--- config.mk ---
export PLATFORM = sky130hd
export DESIGN_NAME = clock_page_replacer_top_flat
export DESIGN_NICKNAME = d
export VERILOG_FILES = /design/src/rtl/cpr_pkg.sv /design/src/rtl/cpr_in_if.sv /design/src/rtl/cpr_out_if.sv /design/src/rtl/cpr_ram.sv /design/src/rtl/cpr_front.sv /design/src/rtl/cpr_back.sv /design/src/rtl/clock_page_replacer_top.sv /design/src/flat_wrapper.sv
export SDC_FILE = /design/constraint.sdc
export NUM_CORES = 1
export LEC_CHECK = 0
export BUFFER_PORTS_ARGS = -buffer_cell sky130_fd_sc_hd__buf_2
export CAP_MARGIN = 0
export CORE_AREA = 2 2 201 203
export CTS_CLUSTER_SIZE = 30
export DETAILED_ROUTE_END_ITERATION = 6
export DIE_AREA = 0 0 203 205
export HOLD_SLACK_MARGIN = 0.05
export SYNTH_ARGS = -nofsm -noshare
export SYNTH_HDL_FRONTEND = slang
export SYNTH_SLANG_ARGS = --single-unit
export TNS_END_PERCENT = 10
--- constraint.sdc ---
create_clock -name clk -period 3.6 [get_ports clk]
set_clock_uncertainty 0.15 [all_clocks]
set_input_delay 0.72 -clock clk [delete_from_list [all_inputs] [get_ports clk]]
set_output_delay 0.72 -clock clk [all_outputs]
set_load 0.02 [all_outputs]
--- src/rtl/cpr_pkg.sv ---
// ----------------------------------------------------------------------------
// cpr_pkg
// Shared types and constants for the clock page replacer.
// ----------------------------------------------------------------------------
package cpr_pkg;

  localparam int OWNER_W = 4;
  localparam int PAGE_W  = 12;
  localparam int FRAME_W = 4;

  localparam logic CMD_ALLOC = 1'b0;
  localparam logic CMD_TOUCH = 1'b1;

  typedef struct packed {
    logic               is_touch;
    logic               tf_in_range;
    logic [OWNER_W-1:0] pid;
    logic [PAGE_W-1:0]  page;
    logic [FRAME_W-1:0] tf;
  } cpr_entry_t;

endpackage

--- src/rtl/cpr_in_if.sv ---
// ----------------------------------------------------------------------------
// cpr_in_if
// Command channel: valid/ready handshake plus one command beat.
// ----------------------------------------------------------------------------
interface cpr_in_if
  import cpr_pkg::*;
();
  logic               valid;
  logic               ready;
  logic               command;
  logic [OWNER_W-1:0] process_id;
  logic [PAGE_W-1:0]  page_number;
  logic [FRAME_W-1:0] touch_frame;

  modport source (output valid, command, process_id, page_number, touch_frame,
                  input ready);
  modport sink   (input valid, command, process_id, page_number, touch_frame,
                  output ready);
endinterface

--- src/rtl/cpr_out_if.sv ---
// ----------------------------------------------------------------------------
// cpr_out_if
// Result channel: valid/ready handshake plus one result beat.
// ----------------------------------------------------------------------------
interface cpr_out_if
  import cpr_pkg::*;
();
  logic               valid;
  logic               ready;
  logic [FRAME_W-1:0] frame_index;
  logic               page_fault;
  logic [OWNER_W-1:0] evicted_owner;
  logic [PAGE_W-1:0]  evicted_page;

  modport source (output valid, frame_index, page_fault, evicted_owner, evicted_page,
                  input ready);
  modport sink   (input valid, frame_index, page_fault, evicted_owner, evicted_page,
                  output ready);
endinterface

--- src/rtl/cpr_ram.sv ---
// ----------------------------------------------------------------------------
// cpr_ram
// Generic simple dual-port RAM, one write and one registered read port.
// ----------------------------------------------------------------------------
module cpr_ram #(
  parameter int WIDTH = 16,
  parameter int DEPTH = 16
) (
  input  logic                     clk,
  input  logic                     we,
  input  logic [$clog2(DEPTH)-1:0] waddr,
  input  logic [WIDTH-1:0]         wdata,
  input  logic                     re,
  input  logic [$clog2(DEPTH)-1:0] raddr,
  output logic [WIDTH-1:0]         rdata
);

  logic [WIDTH-1:0] mem_r [DEPTH];
  logic [WIDTH-1:0] rdata_r;

  always_ff @(posedge clk) begin
    if (we) begin
      mem_r[waddr] <= wdata;
    end
    if (re) begin
      rdata_r <= mem_r[raddr];
    end
  end

  assign rdata = rdata_r;

endmodule

--- src/rtl/cpr_front.sv ---
// ----------------------------------------------------------------------------
// cpr_front
// Accepts command beats, classifies them and holds them in a two-entry queue.
// ----------------------------------------------------------------------------
module cpr_front
  import cpr_pkg::*;
#(
  parameter int NUM_FRAMES = 16
) (
  input  logic        clk,
  input  logic        rst_n,
  cpr_in_if.sink      in_if,
  output logic        q_valid,
  output cpr_entry_t  q_entry,
  input  logic        q_pop
);

  cpr_entry_t entry_r [2];
  logic       wr_ptr_r, wr_ptr_nxt;
  logic       rd_ptr_r, rd_ptr_nxt;
  logic [1:0] count_r, count_nxt;
  logic       push;
  cpr_entry_t new_entry;

  assign in_if.ready = (count_r != 2'd2);
  assign push        = in_if.valid && in_if.ready;

  always_comb begin
    new_entry.is_touch    = (in_if.command == CMD_TOUCH);
    new_entry.tf_in_range = (32'(in_if.touch_frame) < NUM_FRAMES);
    new_entry.pid         = in_if.process_id;
    new_entry.page        = in_if.page_number;
    new_entry.tf          = in_if.touch_frame;
  end

  always_comb begin
    wr_ptr_nxt = push ? ~wr_ptr_r : wr_ptr_r;
    rd_ptr_nxt = q_pop ? ~rd_ptr_r : rd_ptr_r;
    count_nxt  = count_r + {1'b0, push} - {1'b0, q_pop};
  end

  always_ff @(posedge clk) begin
    if (!rst_n) begin
      wr_ptr_r <= 1'b0;
      rd_ptr_r <= 1'b0;
      count_r  <= 2'd0;
    end else begin
      wr_ptr_r <= wr_ptr_nxt;
      rd_ptr_r <= rd_ptr_nxt;
      count_r  <= count_nxt;
    end
  end

  always_ff @(posedge clk) begin
    if (push) begin
      entry_r[wr_ptr_r] <= new_entry;
    end
  end

  assign q_valid = (count_r != 2'd0);
  assign q_entry = entry_r[rd_ptr_r];

endmodule

--- src/rtl/cpr_back.sv ---
// ----------------------------------------------------------------------------
// cpr_back
// Executes queued commands: fill count, reference bits, clock hand sweep,
// owner/page RAM and the result register.
// ----------------------------------------------------------------------------
module cpr_back
  import cpr_pkg::*;
#(
  parameter int NUM_FRAMES = 16
) (
  input  logic        clk,
  input  logic        rst_n,
  input  logic        q_valid,
  input  cpr_entry_t  q_entry,
  output logic        q_pop,
  cpr_out_if.source   out_if
);

  localparam int FW = $clog2(NUM_FRAMES);
  localparam int CW = $clog2(NUM_FRAMES + 1);
  localparam int DW = OWNER_W + PAGE_W;
  localparam logic [FW-1:0] LAST_FRAME = FW'(NUM_FRAMES - 1);
  localparam logic [CW-1:0] FULL_COUNT = CW'(NUM_FRAMES);

  localparam logic [1:0] ST_IDLE  = 2'd0;
  localparam logic [1:0] ST_SWEEP = 2'd1;
  localparam logic [1:0] ST_READ  = 2'd2;

  logic [1:0]            state_r, state_nxt;
  logic [CW-1:0]         fill_r, fill_nxt;
  logic [FW-1:0]         hand_r, hand_nxt;
  logic [NUM_FRAMES-1:0] ref_r, ref_nxt;
  logic [OWNER_W-1:0]    pid_r, pid_nxt;
  logic [PAGE_W-1:0]     page_r, page_nxt;

  logic                  out_valid_r, out_valid_nxt;
  logic [FRAME_W-1:0]    out_frame_r, out_frame_nxt;
  logic                  out_fault_r, out_fault_nxt;
  logic [OWNER_W-1:0]    out_owner_r, out_owner_nxt;
  logic [PAGE_W-1:0]     out_page_r, out_page_nxt;

  logic                  out_free;
  logic                  load;
  logic                  ram_we, ram_re;
  logic [FW-1:0]         ram_waddr;
  logic [DW-1:0]         ram_wdata, ram_rdata;
  logic [FW+3:0]         tf_w;
  logic [FW-1:0]         tf_idx;
  logic [FW+3:0]         hand_w;
  logic [FW+3:0]         fill_w;
  logic [FW-1:0]         hand_next;

  assign out_free  = !out_valid_r || out_if.ready;
  assign tf_w      = {{FW{1'b0}}, q_entry.tf};
  assign tf_idx    = tf_w[FW-1:0];
  assign hand_w    = {4'd0, hand_r};
  assign fill_w    = {4'd0, fill_r[FW-1:0]};
  assign hand_next = (hand_r == LAST_FRAME) ? '0 : hand_r + 1'b1;

  cpr_ram #(.WIDTH(DW), .DEPTH(NUM_FRAMES)) u_ram (
    .clk   (clk),
    .we    (ram_we),
    .waddr (ram_waddr),
    .wdata (ram_wdata),
    .re    (ram_re),
    .raddr (hand_r),
    .rdata (ram_rdata)
  );

  always_comb begin
    state_nxt     = state_r;
    fill_nxt      = fill_r;
    hand_nxt      = hand_r;
    ref_nxt       = ref_r;
    pid_nxt       = pid_r;
    page_nxt      = page_r;
    q_pop         = 1'b0;
    load          = 1'b0;
    ram_we        = 1'b0;
    ram_re        = 1'b0;
    ram_waddr     = hand_r;
    ram_wdata     = {pid_r, page_r};
    out_frame_nxt = out_frame_r;
    out_fault_nxt = out_fault_r;
    out_owner_nxt = out_owner_r;
    out_page_nxt  = out_page_r;

    unique case (state_r)
      ST_IDLE: begin
        if (q_valid && out_free) begin
          q_pop = 1'b1;
          if (q_entry.is_touch) begin
            if (q_entry.tf_in_range && (32'(q_entry.tf) < 32'(fill_r))) begin
              ref_nxt[tf_idx] = 1'b1;
            end
            load          = 1'b1;
            out_frame_nxt = q_entry.tf;
            out_fault_nxt = 1'b0;
            out_owner_nxt = '0;
            out_page_nxt  = '0;
          end else if (fill_r != FULL_COUNT) begin
            ram_we                  = 1'b1;
            ram_waddr               = fill_r[FW-1:0];
            ram_wdata               = {q_entry.pid, q_entry.page};
            ref_nxt[fill_r[FW-1:0]] = 1'b1;
            fill_nxt                = fill_r + 1'b1;
            load                    = 1'b1;
            out_frame_nxt           = fill_w[3:0];
            out_fault_nxt           = 1'b0;
            out_owner_nxt           = '0;
            out_page_nxt            = '0;
          end else begin
            pid_nxt   = q_entry.pid;
            page_nxt  = q_entry.page;
            state_nxt = ST_SWEEP;
          end
        end
      end
      ST_SWEEP: begin
        if (ref_r[hand_r]) begin
          ref_nxt[hand_r] = 1'b0;
          hand_nxt        = hand_next;
        end else begin
          ram_re    = 1'b1;
          state_nxt = ST_READ;
        end
      end
      ST_READ: begin
        if (out_free) begin
          ram_we          = 1'b1;
          ref_nxt[hand_r] = 1'b1;
          hand_nxt        = hand_next;
          load            = 1'b1;
          out_frame_nxt   = hand_w[3:0];
          out_fault_nxt   = 1'b1;
          out_owner_nxt   = ram_rdata[DW-1:PAGE_W];
          out_page_nxt    = ram_rdata[PAGE_W-1:0];
          state_nxt       = ST_IDLE;
        end
      end
      default: begin
        state_nxt = ST_IDLE;
      end
    endcase

    if (load) begin
      out_valid_nxt = 1'b1;
    end else if (out_if.ready) begin
      out_valid_nxt = 1'b0;
    end else begin
      out_valid_nxt = out_valid_r;
    end
  end

  always_ff @(posedge clk) begin
    if (!rst_n) begin
      state_r     <= ST_IDLE;
      fill_r      <= '0;
      hand_r      <= '0;
      ref_r       <= '0;
      out_valid_r <= 1'b0;
    end else begin
      state_r     <= state_nxt;
      fill_r      <= fill_nxt;
      hand_r      <= hand_nxt;
      ref_r       <= ref_nxt;
      out_valid_r <= out_valid_nxt;
    end
  end

  always_ff @(posedge clk) begin
    pid_r       <= pid_nxt;
    page_r      <= page_nxt;
    out_frame_r <= out_frame_nxt;
    out_fault_r <= out_fault_nxt;
    out_owner_r <= out_owner_nxt;
    out_page_r  <= out_page_nxt;
  end

  assign out_if.valid         = out_valid_r;
  assign out_if.frame_index   = out_frame_r;
  assign out_if.page_fault    = out_fault_r;
  assign out_if.evicted_owner = out_owner_r;
  assign out_if.evicted_page  = out_page_r;

endmodule

--- src/rtl/clock_page_replacer_top.sv ---
// ----------------------------------------------------------------------------
// clock_page_replacer_top
// Clock (second-chance) page replacement over NUM_FRAMES physical frames.
// ----------------------------------------------------------------------------
// One result beat per command beat, in order. Frames fill lowest-first and
// are never freed, so a fill count tracks the free frames. A touch, or an
// allocate while a frame is still free, is done in the idle state of the
// execution stage. An allocate on a full set takes the command in the idle
// state, walks the clock hand one frame per cycle (one to NUM_FRAMES+1
// frames) in the sweep state and then reads the owner/page RAM in the read
// state, which waits until the result register is free.
// A two-entry command queue and a result register let input and output stall
// independently. No clearing pass is needed after reset.
module clock_page_replacer_top
  import cpr_pkg::*;
#(
  parameter int NUM_FRAMES = 16
) (
  input  logic      clk,
  input  logic      rst_n,
  cpr_in_if.sink    in_if,
  cpr_out_if.source out_if
);

  logic       q_valid;
  logic       q_pop;
  cpr_entry_t q_entry;

  cpr_front #(.NUM_FRAMES(NUM_FRAMES)) u_front (
    .clk     (clk),
    .rst_n   (rst_n),
    .in_if   (in_if),
    .q_valid (q_valid),
    .q_entry (q_entry),
    .q_pop   (q_pop)
  );

  cpr_back #(.NUM_FRAMES(NUM_FRAMES)) u_back (
    .clk     (clk),
    .rst_n   (rst_n),
    .q_valid (q_valid),
    .q_entry (q_entry),
    .q_pop   (q_pop),
    .out_if  (out_if)
  );

endmodule

--- src/flat_wrapper.sv ---
// flat-port wrapper written by rule: the top's interface ports become plain ports
module clock_page_replacer_top_flat import cpr_pkg::*;
#(
  parameter int NUM_FRAMES = 16
)
  (clk, rst_n, in_if_valid, in_if_command, in_if_process_id, in_if_page_number, in_if_touch_frame, in_if_ready, out_if_valid, out_if_frame_index, out_if_page_fault, out_if_evicted_owner, out_if_evicted_page, out_if_ready);
  cpr_in_if in_if_i ();
  cpr_out_if out_if_i ();
  input  logic clk;
  input  logic rst_n;
  input wire logic [$bits(in_if_i.valid)-1:0] in_if_valid;
  input wire logic [$bits(in_if_i.command)-1:0] in_if_command;
  input wire logic [$bits(in_if_i.process_id)-1:0] in_if_process_id;
  input wire logic [$bits(in_if_i.page_number)-1:0] in_if_page_number;
  input wire logic [$bits(in_if_i.touch_frame)-1:0] in_if_touch_frame;
  output wire logic [$bits(in_if_i.ready)-1:0] in_if_ready;
  output wire logic [$bits(out_if_i.valid)-1:0] out_if_valid;
  output wire logic [$bits(out_if_i.frame_index)-1:0] out_if_frame_index;
  output wire logic [$bits(out_if_i.page_fault)-1:0] out_if_page_fault;
  output wire logic [$bits(out_if_i.evicted_owner)-1:0] out_if_evicted_owner;
  output wire logic [$bits(out_if_i.evicted_page)-1:0] out_if_evicted_page;
  input wire logic [$bits(out_if_i.ready)-1:0] out_if_ready;
  assign in_if_i.valid = in_if_valid;
  assign in_if_i.command = in_if_command;
  assign in_if_i.process_id = in_if_process_id;
  assign in_if_i.page_number = in_if_page_number;
  assign in_if_i.touch_frame = in_if_touch_frame;
  assign in_if_ready = in_if_i.ready;
  assign out_if_valid = out_if_i.valid;
  assign out_if_frame_index = out_if_i.frame_index;
  assign out_if_page_fault = out_if_i.page_fault;
  assign out_if_evicted_owner = out_if_i.evicted_owner;
  assign out_if_evicted_page = out_if_i.evicted_page;
  assign out_if_i.ready = out_if_ready;
  clock_page_replacer_top #(.NUM_FRAMES(NUM_FRAMES)) u_core (.clk(clk), .rst_n(rst_n), .in_if(in_if_i), .out_if(out_if_i));
endmodule
# [Yosys cells after proc, flatten, opt, wreduce, memory -nomap -nowiden]
# Memories as Yosys holds them, arrays and structs flattened. A register that Yosys moved wholly into a read port is not among the register bits.
# Cells that the tools add are included.
[op_classes] order_cmp=7 mux=73 reduce_logical=20 eq_ne=13 n_addsub=4 bitwise_logic=9
[ops] op="2-to-1 mux 16 bit" count=10
[ops] op="2-to-1 mux 4 bit" count=15
[ops] op="2-to-1 mux 12 bit" count=4
[ops] op="bitwise OR 16 bit" count=3
[ops] op="case mux 16 bit (3 select lines)" count=1
[ops] op="2-to-1 mux 1 bit" count=26
[ops] op="case mux 12 bit (2 select lines)" count=1
[ops] op="case mux 4 bit (2 select lines)" count=3
[ops] op="bitwise AND 16 bit" count=1
[ops] op="inverter 16 bit" count=1
[ops] op="< comparator 4 x 5 -> 1 bit (second input constant)" count=3
[ops] op="!= test 2 bit (second input constant)" count=7
[ops] op="demux 1 bit (select 4 bit)" count=3
[ops] op=">= comparator 4 x 1 -> 1 bit (second input constant)" count=3
[ops] op="AND reduction 4 bit" count=3
[ops] op="2-to-1 mux 2 bit" count=5
[ops] op="nonzero test 2 bit" count=4
[ops] op="case mux 1 bit (2 select lines)" count=3
[ops] op="case mux 2 bit (3 select lines)" count=1
[ops] op="AND reduction 6 bit" count=1
[ops] op="adder 5 x 1 -> 5 bit (second input constant)" count=1
[ops] op="logical AND 1 bit" count=5
[ops] op="< comparator 4 x 5 -> 1 bit" count=1
[ops] op="!= test 5 bit (second input constant)" count=1
[ops] op="other kinds (17)" count=20
[word_totals] output_inout_bits=23 mem_count=2 elab_cells=142 ramBits=298 regBits=69 inputBits=25
[mem_list] name="u_core.u_back.u_ram.mem_r" words=16 width=16 rd=1 rd_ports_with_merged_regs=1 wr=1 line="cpr_ram.sv:18" rtl="logic [WIDTH-1:0] mem_r [DEPTH];"
[mem_list] name="u_core.u_front.entry_r" words=2 width=21 rd=1 rd_ports_with_merged_regs=1 wr=1 line="cpr_front.sv:18" rtl="cpr_entry_t entry_r [2];"

# [Longest topological paths before layout]
[depth] depth_word=9 mapped_depth=11 ltp_nobuf=9

# [By module]
# From an unflattened synthesis, not the netlist that was laid out.
[unflattened] hier_cells=882 hier_area_um2=15720.1
[modules_own_cells] mod="cpr_ram" cells_each=432 area_each_um2=10202.3 seq_area_each_um2=8167.8 n_inst=1
[modules_own_cells] mod="cpr_back" cells_each=355 area_each_um2=3732.3 seq_area_each_um2=1671.6 n_inst=1
[modules_own_cells] mod="cpr_front" cells_each=95 area_each_um2=1785.5 seq_area_each_um2=1361.3 n_inst=1

# [Worst setup path before layout]
# OpenSTA, ideal clock, no wires.
[synth_path] path_type="input -> register" startpoint="in out_if_ready" endpoint="mem u_core.u_back.u_ram.mem_r[3][0] (enable)" t_required_ns=3.041 setup_time_ns=0.409 path_stages=7 slack_ns=0.091 arrival_time_ns=2.950 cell_sequence="nor2b_1 -> or4_1 -> buf_6 -> o21ai_2 -> nand2_1 -> buf_6 -> nor3_1"
[synth_between] elab_chain_cells=6
[synth_rtl] item="start, declared" line="flat_wrapper.sv:22" rtl="input wire logic [$bits(out_if_i.ready)-1:0] out_if_ready;"
[synth_rtl] item="logical OR 1 bit (*)" line="cpr_back.sv:53" rtl="assign out_free = !out_valid_r || out_if.ready;"
[synth_rtl] item="logical AND 1 bit" line="cpr_back.sv:90" rtl="if (q_valid && out_free) begin"
[synth_rtl] item="2-to-1 mux 1 bit" line="cpr_back.sv:90"
[synth_rtl] item="case mux 1 bit (2 select lines)" line="cpr_back.sv:88" rtl="unique case (state_r)"
[synth_rtl] item="2-to-1 mux 1 bit" line="cpr_ram.sv:22" rtl="if (we) begin"
[synth_rtl] item="2-to-1 mux 1 bit (not written as such)" line="cpr_ram.sv:23" rtl="mem_r[waddr] <= wdata;"
[synth_rtl] item="end, declared" line="cpr_ram.sv:18"
# Mark *: on every way between the ends. The rest lies on a longest branch, timed or not.

==> impl_results.md <==
* Crit path DAT at 3.32 ns
* Xor/xnor share of the synthesized area at 0.391%
* Post-synth EDFFs at 351
* Die H at 205 um
* Type of origin of the critical path: flip-flop
* CP max-delay cell: nor4_4
* Overall via count from detail_route at 7,846
* Post-synth cell types at 51
* Sequential power share at 49.3%
* Register area share after synthesis at 71.5%
* Rows at 73
* Drt total wl at 31,700 um
* Mean Syn Cell Area at 18.5 um2
* Die Area at 41,600 um2
* Setup slack, reg-to-reg at 0.61 ns
* First-pass GRT wire length at 48,600 um
* Largest family of logic cells by synthesized area: multiplexers
* Overall Global Routing Usage at 15.5%
* Largest net degree at the start of global routing at 56
* # setup viols final at 0
* Run status: finished clean
* Max-slew headroom at 34.7%
* Diodes inserted at 0
* Slew Viols, Final at 0
* Worst-skew pair later-pin latency at 0.54 ns
* CTS Hold Buffers Added at 0
* Synth Flop Type: edfxtp_1
* Root Buffer Master: clkbuf_16
* Setup ws final at 0.612 ns
* Final core utilization at 45.6%
* Vias in the first global route at 7,951
* Largest buffer count on any clock path at 3
* Clock power share at 36.1%
* Max cap viols at 0
* Worst Path Required at 3.93 ns
* Filler Cell Count at 3,304
* Unrepaired setup endpoints after global routing: false
* Vias per inst at 5.32
* Asr flop ratio synth at 0%
* Cell leakage power at 0.00572 uW
* Net Switching at 2840 uW
* Compound-cell area share of the yosys netlist at 4.38%
* Nets at 958
* Internal power at 8230 uW
* TritonCTS clock tree: yes
* Most common cell after layout, fill and taps aside: edfxtp_1
* Synth Cell Area at 15,700 um2
* Crit path largest cell delay at 0.69 ns
* Clk pin slew, worst setup/hold paths at 0.06 ns
* Comb pwr share at 14.7%
* Number of port buffers at 47
* Crit path kind: reg -> reg
* Final hold vios at 0
* ANT nets after route at 0
* Commonest non-fill, non-tap cells in the layout: edfxtp_1, mux4_2, buf_2
* Dpl hpwl at 20,600 um
* Postcts setup bufs at 0
* DR iter-0 viols at 693
* CORE AREA at 39,400 um2
* Multiplexer area fraction after synthesis at 15.5%
* Overflow after GRT at 0
* Minimum clock period at 2.99 ns
* Pre-CTS setup slack at 0.345 ns
* CP cell instances: buf_4 > mux2i_1 > inv_1 > ha_1 > o21ai_1 > a21oi_1 > nor4_4 > a32o_1
* Post-cts sizing count at 0
* Initial antenna violation count at 2
* Initial Util at 39.8%
* Routability Congestion at 0.833
* Worst Tran Pin Value at 0.980 ns
* WHS Path Cells at 1
* Fmax at 0.335 GHz
* Net Sw Frac at 25.7%
* Die Wd at 203 um
* WL per Instance at 21.5 um
* #FFs+latches synth at 384
* Synth Instances at 845
* Drt pass-1 iters at 4
* TNS Setup at 0 ns
* Area Growth Syn to Fin at 14.5%
* Hold WC Path Type: in -> reg
* Synthesized Nets at 883
* R2r worst-path depth at 8
* Post-Synth Simple-Gate Area at 5.01%
* P per Cell Area at 617 nW/um2
* H-tree Lvls at 2
* Layout cell share with drive strength beyond 1 at 30.3%
* DRC Markers at 0
* Reg2reg end: u_core.u_back.ref_r[2]
* Synth Area in Adders at 1.04%
* Crit end category: flip-flop
* CTS Sinks at 384
* Fin crit share at 83.0%
* IO Pins at 48
* Peak supply drop at 372 uV
* Max Fanout on Critical Path at 19
* Ys Warns at 0
* Total CTS buffers at 41
* CP Capture Point: u_core.u_back.ref_r[2]
worst max-delay path: cells and delay by family (launching register included):
| kind | cells | cell delay, ns |
|---|---|---|
| muxes | 1 | 0.38 |
| and+or+nand+nor | 1 | 0.69 |
| DFF | 1 | 0.47 |
| buffers and inverters | 2 | 0.47 |
| adders and majority gates | 1 | 0.30 |
| AOI/OAI and AO/OA | 3 | 0.46 |
cell type report:
cell class                 count  area [um2]  share of cell area [%]
inverter                      15        61.3                   0.342
tap                          525         657                    3.66
sequential                   384       11200                    62.5
multi-input combinational    397        4210                    23.4
timing repair buffer          81         528                    2.94
clock inverter                21         194                    1.08
clock buffer                  52        1090                    6.07
flip-flops by register name, summed over array words and instances (netlist names), named ones only:
| signal | flops |
|---|---|
| u_core.u_back.fill_r | 5 |
| u_core.u_back.hand_r | 4 |
| u_core.u_back.out_if.evicted_owner | 4 |
| u_core.u_back.out_if.evicted_page | 12 |
| u_core.u_back.out_if.frame_index | 4 |
| u_core.u_back.out_if.page_fault | 1 |
| u_core.u_back.out_if.valid | 1 |
| u_core.u_back.page_r | 12 |
| u_core.u_back.pid_r | 4 |
| u_core.u_back.ref_r | 16 |
| u_core.u_back.state_r | 2 |
| u_core.u_back.u_ram.mem_r | 256 |
| u_core.u_back.u_ram.rdata | 16 |
| u_core.u_front.count_r | 2 |
| u_core.u_front.entry_r | 42 |
| u_core.u_front.rd_ptr_r | 1 |
| u_core.u_front.wr_ptr_r | 1 |
worst min-delay path by stage:
stage | start | to
6_report | in_if_process_id[2] | u_core.u_front.entry_r[1][18]
2_1_floorplan | u_core.u_back.ref_r[12] | u_core.u_back.ref_r[12]
3_5_place_dp | u_core.u_back.ref_r[14] | u_core.u_back.ref_r[14]
4_1_cts | in_if_process_id[2] | u_core.u_front.entry_r[1][18]
5_1_grt | in_if_process_id[2] | u_core.u_front.entry_r[1][18]
3_3_place_gp | u_core.u_back.ref_r[1] | u_core.u_back.ref_r[1]
power by group through the flow:
stage | Sequential [uW] | Clock (uW) | Combinational, uW
after global placement | 5540 | 0 | 1610
final | 5450 | 3990 | 1620
after global routing | 5480 | 4290 | 1780
after detailed placement | 5550 | 0 | 1640
after floorplan | 5640 | 0 | 1040
after CTS | 5460 | 4100 | 1650
cells in the mapped netlist, types with 12 or more instances:
library cell	instances	area (um2)
a22oi_1	14	105
nor3_1	24	120
nand2_1	35	131
mux2_4	17	255
inv_1	14	52.6
ha_1	13	163
a32o_1	16	160
mux2_2	17	191
dfxtp_1	33	661
nor2_1	33	124
clkbuf_1	24	90.1
buf_2	12	60.1
edfxtp_1	351	10500
nand3_1	15	75.1
mux4_2	80	1800
and2_1	23	144
mux2i_1	15	150
cells by family after synthesis:
kind of cell	after synthesis
buffers and inverters	64
XOR/XNOR	7
multiplexers	131
adder cells (fa/ha/maj)	13
AO/OA/AOI/OAI	91
AND/OR/NAND/NOR	155
flip-flops	384
routing by layer:
| layer | GRT usage, % | vias to the layer above | wire length, um |
|---|---|---|---|
| li1 | - | 3564 | - |
| met1 | 21.5 | 4026 | 14300 |
| met2 | 25.5 | 203 | 15200 |
| met3 | 2.75 | 53 | 1530 |
| met4 | 4.12 | 0 | 630 |
| met5 | 0 | - | 0 |
through the flow:
step	hold WS [ns]	power, uW	cell area [um2]	cells
floorplan	0.318	6680	15700	845
global placement	0.328	7160	16700	1402
detailed placement	0.339	7190	16700	1402
CTS	0.180	11200	17900	1475
global route	0.182	11500	17900	1475
finish	0.211	11100	17900	1475
Note: power is estimated with default switching activity, not from simulation.
